===== src/hdl/fzci_pkg.sv =====
`timescale 1ns / 1ps
`default_nettype none

package fzci_pkg;

  // Field widths of the streams and the register.
  localparam int unsigned SampleW  = 22;
  localparam int unsigned IndexW   = 16;
  localparam int unsigned PeriodW  = 16;
  localparam int unsigned FracOutW = 16;
  localparam int unsigned OffsetW  = 32;

  // Search limits and fixed-point precision of the interpolation.
  localparam int unsigned MaxSamples = 65536;
  localparam int unsigned FracBits   = 16;
  localparam logic [IndexW-1:0] PosCap =
    (MaxSamples > 65536) ? IndexW'(65535) : IndexW'(MaxSamples - 1);

  localparam logic [PeriodW-1:0] PeriodReset = PeriodW'(40000);

  // Queue between front and back.
  localparam int unsigned QueueDepth = 2;
  localparam int unsigned QPtrW      = (QueueDepth > 1) ? $clog2(QueueDepth) : 1;
  localparam int unsigned QCntW      = $clog2(QueueDepth + 1);

  // Divider step counter.
  localparam int unsigned DivCntW = $clog2(FracBits + 1);

  // Conversion of the quotient to the 16-bit output fraction.
  localparam int unsigned FracTmpW = (FracBits > FracOutW) ? FracBits : FracOutW;
  localparam int unsigned FracShR  = (FracBits >= FracOutW) ? FracBits - FracOutW : 0;
  localparam int unsigned FracShL  = (FracBits < FracOutW) ? FracOutW - FracBits : 0;

  // One job handed from the front to the back.
  typedef struct packed {
    logic                      found;
    logic [IndexW-1:0]         index;
    logic signed [SampleW-1:0] prev;
    logic signed [SampleW-1:0] cur;
  } job_t;

  function automatic logic [FracOutW-1:0] frac_to_out(input logic [FracBits-1:0] frac);
    logic [FracTmpW-1:0] tmp;
    tmp = FracTmpW'(frac);
    tmp = (tmp >> FracShR) << FracShL;
    return tmp[FracOutW-1:0];
  endfunction

endpackage

`default_nettype wire


===== src/hdl/fzci_in_if.sv =====
`timescale 1ns / 1ps
`default_nettype none

interface fzci_in_if import fzci_pkg::*; ();
  logic                      valid;
  logic                      ready;
  logic signed [SampleW-1:0] sample;
  logic                      first_of_packet;
  logic                      last_of_packet;

  modport source (output valid, sample, first_of_packet, last_of_packet, input ready);
  modport sink   (input valid, sample, first_of_packet, last_of_packet, output ready);
endinterface

`default_nettype wire


===== src/hdl/fzci_out_if.sv =====
`timescale 1ns / 1ps
`default_nettype none

interface fzci_out_if import fzci_pkg::*; ();
  logic                valid;
  logic                ready;
  logic                found;
  logic [IndexW-1:0]   edge_index;
  logic [FracOutW-1:0] edge_fraction;
  logic [OffsetW-1:0]  edge_offset;

  modport source (output valid, found, edge_index, edge_fraction, edge_offset, input ready);
  modport sink   (input valid, found, edge_index, edge_fraction, edge_offset, output ready);
endinterface

`default_nettype wire


===== src/hdl/fzci_cfg_if.sv =====
`timescale 1ns / 1ps
`default_nettype none

interface fzci_cfg_if import fzci_pkg::*; ();
  logic               valid;
  logic               ready;
  logic [PeriodW-1:0] period;

  modport source (output valid, period, input ready);
  modport sink   (input valid, period, output ready);
endinterface

`default_nettype wire


===== src/hdl/falling_zero_crossing_interpolator_top.sv =====
// Finds the first falling zero crossing (previous sample >= 0, current < 0) in each
// packet of signed samples and returns one result per packet: the index of the last
// non-negative sample, the interpolated fraction prev/(prev-cur) in 16 fractional
// bits and the offset (index + fraction) times the sample period, saturated to 32
// bits; a packet without a crossing gives one result with found clear and zero fields.
// Samples are taken one per cycle as long as the two-entry job queue has room. A
// crossing job passes in turn through the job pop, the bit-serial divider (one
// quotient bit per cycle), the multiply and the sum with output load; a not-found
// job skips the divider. The sample period register may be written only while no
// result is pending.
`timescale 1ns / 1ps
`default_nettype none

module falling_zero_crossing_interpolator_top import fzci_pkg::*; (
  input  wire logic  clk_i,
  input  wire logic  rst_ni,
  fzci_in_if.sink    in_if,
  fzci_out_if.source out_if,
  fzci_cfg_if.sink   cfg_if
);

  logic [PeriodW-1:0] period_q;
  logic               push;
  logic               pop;
  logic               q_full;
  logic               q_empty;
  job_t               push_job;
  job_t               pop_job;

  // Sample period register; every transfer on the configuration channel writes it.
  assign cfg_if.ready = 1'b1;

  always_ff @(posedge clk_i or negedge rst_ni) begin
    if (!rst_ni) begin
      period_q <= PeriodReset;
    end else if (cfg_if.valid) begin
      period_q <= cfg_if.period;
    end
  end

  fzci_front u_front (
    .clk_i    (clk_i),
    .rst_ni   (rst_ni),
    .in_if    (in_if),
    .q_full_i (q_full),
    .push_o   (push),
    .job_o    (push_job)
  );

  fzci_queue u_queue (
    .clk_i   (clk_i),
    .rst_ni  (rst_ni),
    .push_i  (push),
    .job_i   (push_job),
    .pop_i   (pop),
    .job_o   (pop_job),
    .full_o  (q_full),
    .empty_o (q_empty)
  );

  fzci_back u_back (
    .clk_i     (clk_i),
    .rst_ni    (rst_ni),
    .period_i  (period_q),
    .job_i     (pop_job),
    .q_empty_i (q_empty),
    .pop_o     (pop),
    .out_if    (out_if)
  );

  // The front never pushes into a full queue.
  assert property (@(posedge clk_i) disable iff (!rst_ni) push |-> !q_full)
    else $error("job pushed into a full queue");

  // The back never takes a job from an empty queue.
  assert property (@(posedge clk_i) disable iff (!rst_ni) pop |-> !q_empty)
    else $error("job taken from an empty queue");

  // A not-found result carries zero fields.
  assert property (@(posedge clk_i) disable iff (!rst_ni)
    (out_if.valid && !out_if.found) |->
      (out_if.edge_index == '0 && out_if.edge_fraction == '0 && out_if.edge_offset == '0))
    else $error("not-found result with non-zero fields");

  // A crossing index always lies below the index cap.
  assert property (@(posedge clk_i) disable iff (!rst_ni)
    (out_if.valid && out_if.found) |-> (out_if.edge_index < PosCap))
    else $error("crossing index beyond cap");

endmodule

`default_nettype wire


===== src/hdl/fzci_front.sv =====
`timescale 1ns / 1ps
`default_nettype none

module fzci_front import fzci_pkg::*; (
  input  wire logic    clk_i,
  input  wire logic    rst_ni,
  fzci_in_if.sink      in_if,
  input  wire logic    q_full_i,
  output      logic    push_o,
  output      job_t    job_o
);

  logic signed [SampleW-1:0] prev_q, prev_d;
  logic [IndexW-1:0]         pos_q, pos_d;
  logic                      seen_q, seen_d;
  logic                      open_q, open_d;

  logic xfer;
  logic start;
  logic hit;
  logic miss;

  assign in_if.ready = !q_full_i;
  assign xfer        = in_if.valid && in_if.ready;

  // Classify the sample: a new packet, a first falling crossing, or a packet end
  // with nothing found.
  assign start = in_if.first_of_packet || !open_q;
  assign hit   = !start && (pos_q < PosCap) && !seen_q && !prev_q[SampleW-1]
                 && in_if.sample[SampleW-1];
  assign miss  = in_if.last_of_packet && (start || !seen_q) && !hit;

  assign push_o       = xfer && (hit || miss);
  assign job_o.found  = hit;
  assign job_o.index  = pos_q;
  assign job_o.prev   = prev_q;
  assign job_o.cur    = in_if.sample;

  // Search state for the next sample.
  always_comb begin
    prev_d = prev_q;
    pos_d  = pos_q;
    seen_d = seen_q;
    open_d = open_q;
    if (start) begin
      prev_d = in_if.sample;
      pos_d  = '0;
      seen_d = 1'b0;
      open_d = 1'b1;
    end else if (pos_q < PosCap) begin
      prev_d = in_if.sample;
      pos_d  = pos_q + IndexW'(1);
      seen_d = seen_q || hit;
    end
    if (in_if.last_of_packet) begin
      open_d = 1'b0;
      seen_d = 1'b0;
    end
  end

  always_ff @(posedge clk_i or negedge rst_ni) begin
    if (!rst_ni) begin
      prev_q <= '0;
      pos_q  <= '0;
      seen_q <= 1'b0;
      open_q <= 1'b0;
    end else if (xfer) begin
      prev_q <= prev_d;
      pos_q  <= pos_d;
      seen_q <= seen_d;
      open_q <= open_d;
    end
  end

endmodule

`default_nettype wire


===== src/hdl/fzci_queue.sv =====
`timescale 1ns / 1ps
`default_nettype none

module fzci_queue import fzci_pkg::*; (
  input  wire logic clk_i,
  input  wire logic rst_ni,
  input  wire logic push_i,
  input  wire job_t job_i,
  input  wire logic pop_i,
  output      job_t job_o,
  output      logic full_o,
  output      logic empty_o
);

  job_t             mem_q [QueueDepth];
  logic [QPtrW-1:0] wr_ptr_q, rd_ptr_q;
  logic [QCntW-1:0] cnt_q;

  assign full_o  = (cnt_q == QCntW'(QueueDepth));
  assign empty_o = (cnt_q == '0);
  assign job_o   = mem_q[rd_ptr_q];

  // Pointer arithmetic wraps at the queue depth.
  function automatic logic [QPtrW-1:0] next_ptr(input logic [QPtrW-1:0] p);
    return (p == QPtrW'(QueueDepth - 1)) ? '0 : p + QPtrW'(1);
  endfunction

  always_ff @(posedge clk_i or negedge rst_ni) begin
    if (!rst_ni) begin
      wr_ptr_q <= '0;
      rd_ptr_q <= '0;
      cnt_q    <= '0;
    end else begin
      if (push_i) begin
        wr_ptr_q <= next_ptr(wr_ptr_q);
      end
      if (pop_i) begin
        rd_ptr_q <= next_ptr(rd_ptr_q);
      end
      if (push_i && !pop_i) begin
        cnt_q <= cnt_q + QCntW'(1);
      end else if (pop_i && !push_i) begin
        cnt_q <= cnt_q - QCntW'(1);
      end
    end
  end

  // Entry storage.
  always_ff @(posedge clk_i) begin
    if (push_i) begin
      mem_q[wr_ptr_q] <= job_i;
    end
  end

endmodule

`default_nettype wire


===== src/hdl/fzci_back.sv =====
`timescale 1ns / 1ps
`default_nettype none

module fzci_back import fzci_pkg::*; (
  input  wire logic               clk_i,
  input  wire logic               rst_ni,
  input  wire logic [PeriodW-1:0] period_i,
  input  wire job_t               job_i,
  input  wire logic               q_empty_i,
  output      logic               pop_o,
  fzci_out_if.source              out_if
);

  typedef enum logic [3:0] {
    S_IDLE = 4'b0001,
    S_DIV  = 4'b0010,
    S_MUL  = 4'b0100,
    S_SUM  = 4'b1000
  } state_e;

  state_e state_q, state_d;

  logic                          found_q;
  logic [IndexW-1:0]             index_q;
  logic [SampleW:0]              rem_q;
  logic [SampleW-1:0]            den_q;
  logic [FracBits-1:0]           quo_q;
  logic [DivCntW-1:0]            cnt_q;
  logic [IndexW+PeriodW-1:0]     prod_hi_q;
  logic [FracBits+PeriodW-1:0]   prod_lo_q;

  logic                          out_valid_q;
  logic                          out_found_q;
  logic [IndexW-1:0]             out_index_q;
  logic [FracOutW-1:0]           out_frac_q;
  logic [OffsetW-1:0]            out_offset_q;

  logic                          load_out;
  logic signed [SampleW:0]       diff;
  logic [SampleW:0]              rem_sh;
  logic                          ge;
  logic [OffsetW:0]              sum;

  assign pop_o    = (state_q == S_IDLE) && !q_empty_i;
  assign load_out = (state_q == S_SUM) && (!out_valid_q || out_if.ready);

  // Denominator prev - cur is positive for a crossing.
  assign diff   = {job_i.prev[SampleW-1], job_i.prev} - {job_i.cur[SampleW-1], job_i.cur};

  // One restoring division step: one quotient bit a cycle.
  assign rem_sh = {rem_q[SampleW-1:0], 1'b0};
  assign ge     = (rem_sh >= {1'b0, den_q});

  // Offset = index * period + floor(fraction * period / 2^FracBits), saturated.
  assign sum = OffsetW'(prod_hi_q) + (OffsetW + 1)'(prod_lo_q >> FracBits);

  // Sequencer of the back part.
  always_comb begin
    state_d = state_q;
    unique case (state_q)
      S_IDLE: begin
        if (!q_empty_i) begin
          state_d = job_i.found ? S_DIV : S_MUL;
        end
      end
      S_DIV: begin
        if (cnt_q == DivCntW'(FracBits - 1)) begin
          state_d = S_MUL;
        end
      end
      S_MUL: begin
        state_d = S_SUM;
      end
      S_SUM: begin
        if (load_out) begin
          state_d = S_IDLE;
        end
      end
      default: begin
        state_d = S_IDLE;
      end
    endcase
  end

  always_ff @(posedge clk_i or negedge rst_ni) begin
    if (!rst_ni) begin
      state_q     <= S_IDLE;
      out_valid_q <= 1'b0;
    end else begin
      state_q <= state_d;
      if (load_out) begin
        out_valid_q <= 1'b1;
      end else if (out_if.ready) begin
        out_valid_q <= 1'b0;
      end
    end
  end

  // Datapath registers.
  always_ff @(posedge clk_i) begin
    if (pop_o) begin
      found_q <= job_i.found;
      index_q <= job_i.found ? job_i.index : '0;
      rem_q   <= {1'b0, job_i.prev};
      den_q   <= diff[SampleW-1:0];
      quo_q   <= '0;
      cnt_q   <= '0;
    end
    if (state_q == S_DIV) begin
      rem_q <= ge ? (rem_sh - {1'b0, den_q}) : rem_sh;
      quo_q <= {quo_q[FracBits-2:0], ge};
      cnt_q <= cnt_q + DivCntW'(1);
    end
    if (state_q == S_MUL) begin
      prod_hi_q <= index_q * period_i;
      prod_lo_q <= quo_q * period_i;
    end
    if (load_out) begin
      out_found_q  <= found_q;
      out_index_q  <= index_q;
      out_frac_q   <= frac_to_out(quo_q);
      out_offset_q <= sum[OffsetW] ? '1 : sum[OffsetW-1:0];
    end
  end

  assign out_if.valid         = out_valid_q;
  assign out_if.found         = out_found_q;
  assign out_if.edge_index    = out_index_q;
  assign out_if.edge_fraction = out_frac_q;
  assign out_if.edge_offset   = out_offset_q;

endmodule

`default_nettype wire


===== src/flat_wrapper.sv =====
// flat-port wrapper written by rule: the top's interface ports become plain ports
module falling_zero_crossing_interpolator_top_flat import fzci_pkg::*;
  (clk_i, rst_ni, in_if_valid, in_if_sample, in_if_first_of_packet, in_if_last_of_packet, in_if_ready, out_if_valid, out_if_found, out_if_edge_index, out_if_edge_fraction, out_if_edge_offset, out_if_ready, cfg_if_valid, cfg_if_period, cfg_if_ready);
  fzci_in_if in_if_i ();
  fzci_out_if out_if_i ();
  fzci_cfg_if cfg_if_i ();
  input  wire logic clk_i;
  input  wire logic rst_ni;
  input wire logic [$bits(in_if_i.valid)-1:0] in_if_valid;
  input wire logic [$bits(in_if_i.sample)-1:0] in_if_sample;
  input wire logic [$bits(in_if_i.first_of_packet)-1:0] in_if_first_of_packet;
  input wire logic [$bits(in_if_i.last_of_packet)-1:0] in_if_last_of_packet;
  output wire logic [$bits(in_if_i.ready)-1:0] in_if_ready;
  output wire logic [$bits(out_if_i.valid)-1:0] out_if_valid;
  output wire logic [$bits(out_if_i.found)-1:0] out_if_found;
  output wire logic [$bits(out_if_i.edge_index)-1:0] out_if_edge_index;
  output wire logic [$bits(out_if_i.edge_fraction)-1:0] out_if_edge_fraction;
  output wire logic [$bits(out_if_i.edge_offset)-1:0] out_if_edge_offset;
  input wire logic [$bits(out_if_i.ready)-1:0] out_if_ready;
  input wire logic [$bits(cfg_if_i.valid)-1:0] cfg_if_valid;
  input wire logic [$bits(cfg_if_i.period)-1:0] cfg_if_period;
  output wire logic [$bits(cfg_if_i.ready)-1:0] cfg_if_ready;
  assign in_if_i.valid = in_if_valid;
  assign in_if_i.sample = in_if_sample;
  assign in_if_i.first_of_packet = in_if_first_of_packet;
  assign in_if_i.last_of_packet = in_if_last_of_packet;
  assign in_if_ready = in_if_i.ready;
  assign out_if_valid = out_if_i.valid;
  assign out_if_found = out_if_i.found;
  assign out_if_edge_index = out_if_i.edge_index;
  assign out_if_edge_fraction = out_if_i.edge_fraction;
  assign out_if_edge_offset = out_if_i.edge_offset;
  assign out_if_i.ready = out_if_ready;
  assign cfg_if_i.valid = cfg_if_valid;
  assign cfg_if_i.period = cfg_if_period;
  assign cfg_if_ready = cfg_if_i.ready;
  falling_zero_crossing_interpolator_top u_core (.clk_i(clk_i), .rst_ni(rst_ni), .in_if(in_if_i), .out_if(out_if_i), .cfg_if(cfg_if_i));
endmodule

===== config.mk =====
export PLATFORM = sky130hd
export DESIGN_NAME = falling_zero_crossing_interpolator_top_flat
export DESIGN_NICKNAME = d
export VERILOG_FILES = /design/src/hdl/fzci_pkg.sv /design/src/hdl/fzci_in_if.sv /design/src/hdl/fzci_out_if.sv /design/src/hdl/fzci_cfg_if.sv /design/src/hdl/falling_zero_crossing_interpolator_top.sv /design/src/hdl/fzci_front.sv /design/src/hdl/fzci_queue.sv /design/src/hdl/fzci_back.sv /design/src/flat_wrapper.sv
export SDC_FILE = /design/constraint.sdc
export NUM_CORES = 2
export LEC_CHECK = 0
export BUFFER_PORTS_ARGS = -buffer_cell sky130_fd_sc_hd__buf_2
export CAP_MARGIN = 20
export CELL_PAD_IN_SITES_DETAIL_PLACEMENT = 0
export CELL_PAD_IN_SITES_GLOBAL_PLACEMENT = 1
export CORE_MARGIN = 2
export CORE_UTILIZATION = 52
export DETAILED_ROUTE_END_ITERATION = 8
export PLACE_DENSITY = 0.87
export SLEW_MARGIN = 40
export SYNTH_ARGS = -nofsm -noshare
export SYNTH_HDL_FRONTEND = slang
export SYNTH_HIERARCHICAL = 1
export SYNTH_SLANG_ARGS = --single-unit

===== constraint.sdc =====
create_clock -name clk_i -period 9.26 [get_ports clk_i]
set_clock_uncertainty 0.05 [all_clocks]
set_input_delay 0.926 -clock clk_i [delete_from_list [all_inputs] [get_ports clk_i]]
set_output_delay 0.926 -clock clk_i [all_outputs]
set_load 0.005 [all_outputs]

# [Word-level counts from Yosys, hierarchy flattened]
# Memory sizes are Yosys's and may differ from the RTL's.
# Index checks and enable logic that the tools add are counted.
# Widths: inputs -> output; s select.
[word_totals] ff_bits=276 output_inout_bits=68 mem_bits_rw=122 memories=1 in_bits=45
[op_classes] n_reduce_logical=38 n_mux=29 n_mul=2 order_cmp=2 add_sub_neg=9 n_eq_ne=9
[memory_table] name="u_core.u_queue.mem_q" words=2 width=61 rd=1 rd_clocked_by_memory_dff=0 write_ports=1 line="fzci_queue.sv:15" rtl="job_t mem_q [QueueDepth];"
[ops] op="$mux 22" count=5
[ops] op="$mul 16x16->32" count=2
[ops] op="$mux 16" count=4
[ops] op="$sub 22x22->22" count=2
[ops] op="$add 32x16->33" count=1
[ops] op="$ge 23x22->1" count=1
[ops] op="$add 16x1->16 const B" count=1
[ops] op="$lt 16x16->1 const B" count=1
[ops] op="$pmux 4 s4" count=1
[ops] op="$logic_and 1x1->1" count=12
[ops] op="$mux 4" count=3
[ops] op="$mux 1" count=11
[ops] op="$logic_not 1->1" count=10
[ops] op="$mux 5" count=2
[ops] op="$reduce_bool 2->1" count=5
[ops] op="$ne 2x2->1 const B" count=3
[ops] op="$reduce_and 2->1" count=3
[ops] op="$add 5x1->5 const B" count=1
[ops] op="$eq 5x4->1 const B" count=1
[ops] op="$logic_or 1x1->1" count=5
[ops] op="$eq 4x1->1 const B" count=1
[ops] op="$eq 4x2->1 const B" count=1
[ops] op="$eq 4x3->1 const B" count=1
[ops] op="$eq 4x4->1 const B" count=1
[ops] op="other kinds (9)" count=11

# [Logic depth before layout (Yosys ltp)]
[logic_depth] word_depth=15 depth_mapped=24 depth_no_buf=23

# [Hierarchy]
# The synthesis kept the hierarchy.
[modules_own_cells] module="fzci_back" cells_each=2719 instances=1 area_per_inst_um2=26586.7 seq_area_each_um2=5982.0
[modules_own_cells] module="fzci_queue" cells_each=206 instances=1 area_per_inst_um2=4889.7 seq_area_each_um2=3763.6
[modules_own_cells] module="fzci_front" cells_each=193 instances=1 area_per_inst_um2=2197.1 seq_area_each_um2=1001.0
[modules_own_cells] module="falling_zero_crossing_interpolator_top" cells_each=36 instances=1 area_per_inst_um2=666.9 seq_area_each_um2=406.6

# [Worst setup path after synthesis]
# No wires, ideal clock.
[synth_timing] path_kind="reg-to-reg" start="register u_core.u_back.index_q[10]" end="register u_core.u_back.prod_hi_q[25] (data pin)" t_required_ns=8.952 t_arrival_ns=6.114 path_buffers=1 setup_ns=0.258 setup_slack_ns=2.839 stages_incl_launch_ff=24 path_cell_list="edfxtp_1 clkbuf_1 nand2_1 fa_1 fa_1 inv_1 fa_1 inv_1 fa_1 inv_1 fa_1 inv_1 fa_1 inv_1 ha_1 and4_4 a21o_1 a211o_1 a31o_2 a2111oi_4 nor2_1 a211oi_1 o21bai_1 xnor2_1"
[synth_between] elab_chain_cells=1
[synth_lines] item="from (decl)" line="fzci_back.sv:24" rtl="logic [IndexW-1:0] index_q;"
[synth_lines] item="from (signal assigned)" line="fzci_back.sv:103" rtl="index_q <= job_i.found ? job_i.index : '0;"
[synth_lines] item="$mul 16x16->32" line="fzci_back.sv:115" rtl="prod_hi_q <= index_q * period_i;"
[synth_lines] item="to (signal assigned)" line="fzci_back.sv:115"
[synth_lines] item="to (decl)" line="fzci_back.sv:29" rtl="logic [IndexW+PeriodW-1:0] prod_hi_q;"
# Every way passes these cells.
# A chain may end at the register's enable or synchronous reset.

# [Final worst setup path]
[layout_timing] start="register u_core.period_q[1]" end="register u_core.u_back.prod_lo_q[31] (data pin)"
[layout_between] elab_chain_cells=1
[layout_lines] item="from (decl)" line="falling_zero_crossing_interpolator_top.sv:22" rtl="logic [PeriodW-1:0] period_q;"
[layout_lines] item="from (signal assigned)" line="falling_zero_crossing_interpolator_top.sv:35" rtl="period_q <= PeriodReset;"
[layout_lines] item="from (signal assigned)" line="falling_zero_crossing_interpolator_top.sv:37" rtl="period_q <= cfg_if.period;"
[layout_lines] item="$mul 16x16->32" line="fzci_back.sv:116" rtl="prod_lo_q <= quo_q * period_i;"
[layout_lines] item="to (signal assigned)" line="fzci_back.sv:116"
[layout_lines] item="to (decl)" line="fzci_back.sv:30" rtl="logic [FracBits+PeriodW-1:0] prod_lo_q;"
# Every way passes these cells.

==> metrics.md <==
| Metric | Value |
|---|---|
| CTS Hold Bufs | 0 |
| Post-route ant nets | 0 |
| CP top delay family | adder cells |
| Die Footprint | 0.0681 mm2 |
| Post-cts resize count | 0 |
| Chip Height | 261 um |
| Register area share after synthesis | 32.5% |
| Netlist Area Pre-Place | 0.0343 mm2 |
| Ys flop type | edfxtp_1 |
| Cell Chain, Critical Path | buf_4 -> nand2_1 -> fa_1 -> fa_1 -> inv_1 -> fa_1 -> fa_1 -> fa_1 -> inv_1 -> fa_1 -> inv_1 -> ha_1 -> a21oi_1 -> o21ai_0 -> o32a_1 -> a22o_1 -> nor2_1 -> o311ai_2 -> o31a_1 -> a21oi_1 -> xnor2_1 |
| Dpl cells | 4016 |
| Worst Reg-to-Reg Cells | 21 |
| EDFF count, synth | approximately 320 |
| Placement Cell Area | roughly 0.035 mm2 |
| Mapped Cells | 3154 |
| Final net count | 3903 |
| Status | finished clean |
| CP bufs+invs | 4 |
| Hold Path Class | in -> async |
| Area of the core | 0.0656 mm2 |
| Crit path kind | reg -> reg |
| Clock Latency Late Sink | 0.61 ns |
| Vias per cell | 5.45 |
| 1st-pass router iterations | 5 |
| Root buffer selected by CTS | clkbuf_16 |
| Gpl congestion | 0.864 |
| Final setup violation count | 0 |
| # rows | 94 |
| First-pass GRT wire length | ~120 mm |
| Iter 0 DRT Violations | approximately 1400 |
| CP required | 9.54 ns |
| Gr usage total | 22.7% |
| Slew HR | between 40% and 50% |
| H-tree depth | 2 |
| RSZ-0062 raised after global routing | no |
| Vias in the first global route | between 20000 and 25000 |
| Vias | 22300 |
| CP Launch Type | register |
| Num CTS Buffers | 41 |
| Initial antenna violation count | 4 |
| Distinct cells, synth | 88 |
| Syn_area_per_cell | 10.9 um2 |
| Share of layout cells above drive strength 1 | 11.0% |
| Ratio of final minimum period to clock period | between 70% and 80% |
| Overflow after GRT | 0 |
| Final Cell Area | ~0.037 mm2 |
| PortBufs | 111 |
| Max Clk Rate | 142 MHz |
| DRC | 0 |
| Worst-path clk slew | 0.07 ns |
| Slowest-stage cell, CP | dfrtp_1 |
| CP endpoint kind | register |
| Yosys reg bits | 382 |
| Maximum Capacitance Violations | 0 |
| Critical R2R Capture | u_core/u_back/prod_lo_q[31]$_DFFE_PP_ |
| Crit-path max FO | 17 |
| Crit-path max cell delay | between 0.7 and 0.8 ns |
| # IOs | 113 |
| Clock sinks | approximately 380 |
| Mapped Nets | 3857 |
| Least-Margin Pin Slew | 0.889 ns |
| Largest net degree at the start of global routing | 66 |
| Layout area overhead | 7.42% |
| Starting density of the core | 52.3% |
| Setup TNS | 0 ns |
| Detailed Place HPWL | 55.8 mm |
| Deepest clock path buffer count | 3 |
| Tmin final | just over 7 ns |
| Final Hold Viols | 0 |
| Max Slew Vio Count | 0 |
| Fin cells | ~4100 |
| Worst Path Arrival | 7.32 ns |
| RR Startpoint | u_core/period_q[1]$_DFFE_PN0P_ |
| R2r setup slk | 2.22 ns |
| WL per Instance | 18.5 um |
| Most frequent CP cell | fa_1 |
| Setup bufs post-CTS | 0 |
| Synth async-reset ratio | 17.0% |
| WL final | 75.9 mm |
| Yosys warns | 6 |
| CTS tree | done |
| Die width | ~260 um |
## worst max path at each step
stage,to,start,cells after the start,slack [ns]
2_1_floorplan,u_core/u_back/prod_hi_q[25]$_DFFE_PP_,u_core/u_back/index_q[10]$_SDFFCE_PN0P_,23,2.84
3_3_place_gp,u_core/u_back/prod_hi_q[25]$_DFFE_PP_,u_core/period_q[8]$_DFFE_PN0P_,22,2.32
3_5_place_dp,u_core/u_back/prod_lo_q[31]$_DFFE_PP_,u_core/period_q[1]$_DFFE_PN0P_,21,2.30
4_1_cts,u_core/u_back/prod_hi_q[25]$_DFFE_PP_,u_core/period_q[9]$_DFFE_PN0P_,23,2.25
5_1_grt,u_core/u_back/prod_lo_q[31]$_DFFE_PP_,u_core/period_q[10]$_DFFE_PN1P_,20,1.91
6_report,u_core/u_back/prod_lo_q[31]$_DFFE_PP_,u_core/period_q[1]$_DFFE_PN0P_,21,2.22
## layout by cell type (no fill, tap or decap), drive strengths merged, types with 12 or more instances in the layout
cell type    n
inv        543
fa         390
nand2      377
edfxtp     317
and2       272
ha         268
buf        137
mux2       102
nor2        81
a21oi       80
o21ai       73
xnor2       66
dfrtp       59
clkbuf      50
xor2        35
a21o        34
nand3       29
mux2i       22
and3        21
nor3        20
a31oi       18
clkinv      18
nand4       15
nand2b      15
nor2b       15
o21a        14
a211oi      12
## registers in the layout, indices dropped and copies added (netlist names), 22 cells and up
name / count
u_core/u_back/den_q: 22
u_core/u_back/out_if.edge_offset: 32
u_core/u_back/prod_hi_q: 32
u_core/u_back/rem_q: 22
u_core/u_front/prev_q: 22
u_core/u_queue/mem_q: 122
## cell families after synthesis
kind of cell / after synthesis / share of synthesized area (%)
DFF: 382 / 32.5
and+or+nand+nor: 905 / 13.4
buffers and inverters: 676 / 8.16
AOI/OAI and AO/OA: 307 / 5.98
other: 1 / 0.0109
muxes: 124 / 4.94
xor gates and xnor gates: 101 / 2.58
adders and majority gates: 658 / 32.5
## cells in the mapped netlist (28+ instances only)
| master | instances | share of area (%) |
|---|---|---|
| a21o_1 | 34 | 0.74 |
| clkbuf_1 | 91 | 0.99 |
| a21oi_1 | 78 | 1.1 |
| xnor2_1 | 66 | 1.7 |
| inv_1 | 542 | 5.9 |
| and2_1 | 272 | 5.0 |
| xor2_1 | 35 | 0.89 |
| dfrtp_1 | 59 | 4.3 |
| mux2_4 | 87 | 3.8 |
| edfxtp_1 | 317 | 28 |
| nor2_1 | 81 | 0.89 |
| nand3_1 | 28 | 0.41 |
| ha_1 | 268 | 9.8 |
| o21ai_0 | 68 | 0.99 |
| fa_1 | 390 | 23 |
| nand2_1 | 377 | 4.1 |
## metrics by stage
stage | hold slack, ns | util (%) | setup WS, ns
4_1_cts | 0.384 | 56.1 | 2.25
2_1_floorplan | 0.350 | - | 2.84
3_3_place_gp | 0.353 | 53.9 | 2.32
5_1_grt | 0.396 | 56.2 | 1.91
3_5_place_dp | 0.374 | 54.0 | 2.30
6_report | 0.388 | 56.2 | 2.22
## layer usage
metal,wire [um],global-route usage (%),vias to the layer above
li1,-,-,10300
met1,31900,29.5,11200
met2,37200,38.8,694
met3,4590,3.69,143
met4,2190,7.35,6
met5,35,0,-
## layout make-up
cell class                      instances  area [um2]
Inverter                              542        2030
Clock buffer                           50        1080
Antenna cell                            1        2.50
Timing Repair Buffer                  137         816
Clock inverter                         26         298
Sequential cell                       382       11200
Tap cell                              864        1080
Fill cell                            5549       28700
Multi-Input combinational cell       2096       20400
Power is not shown: default switching activity piles up to over one toggle a cycle in this logic, so the estimate is an artifact.
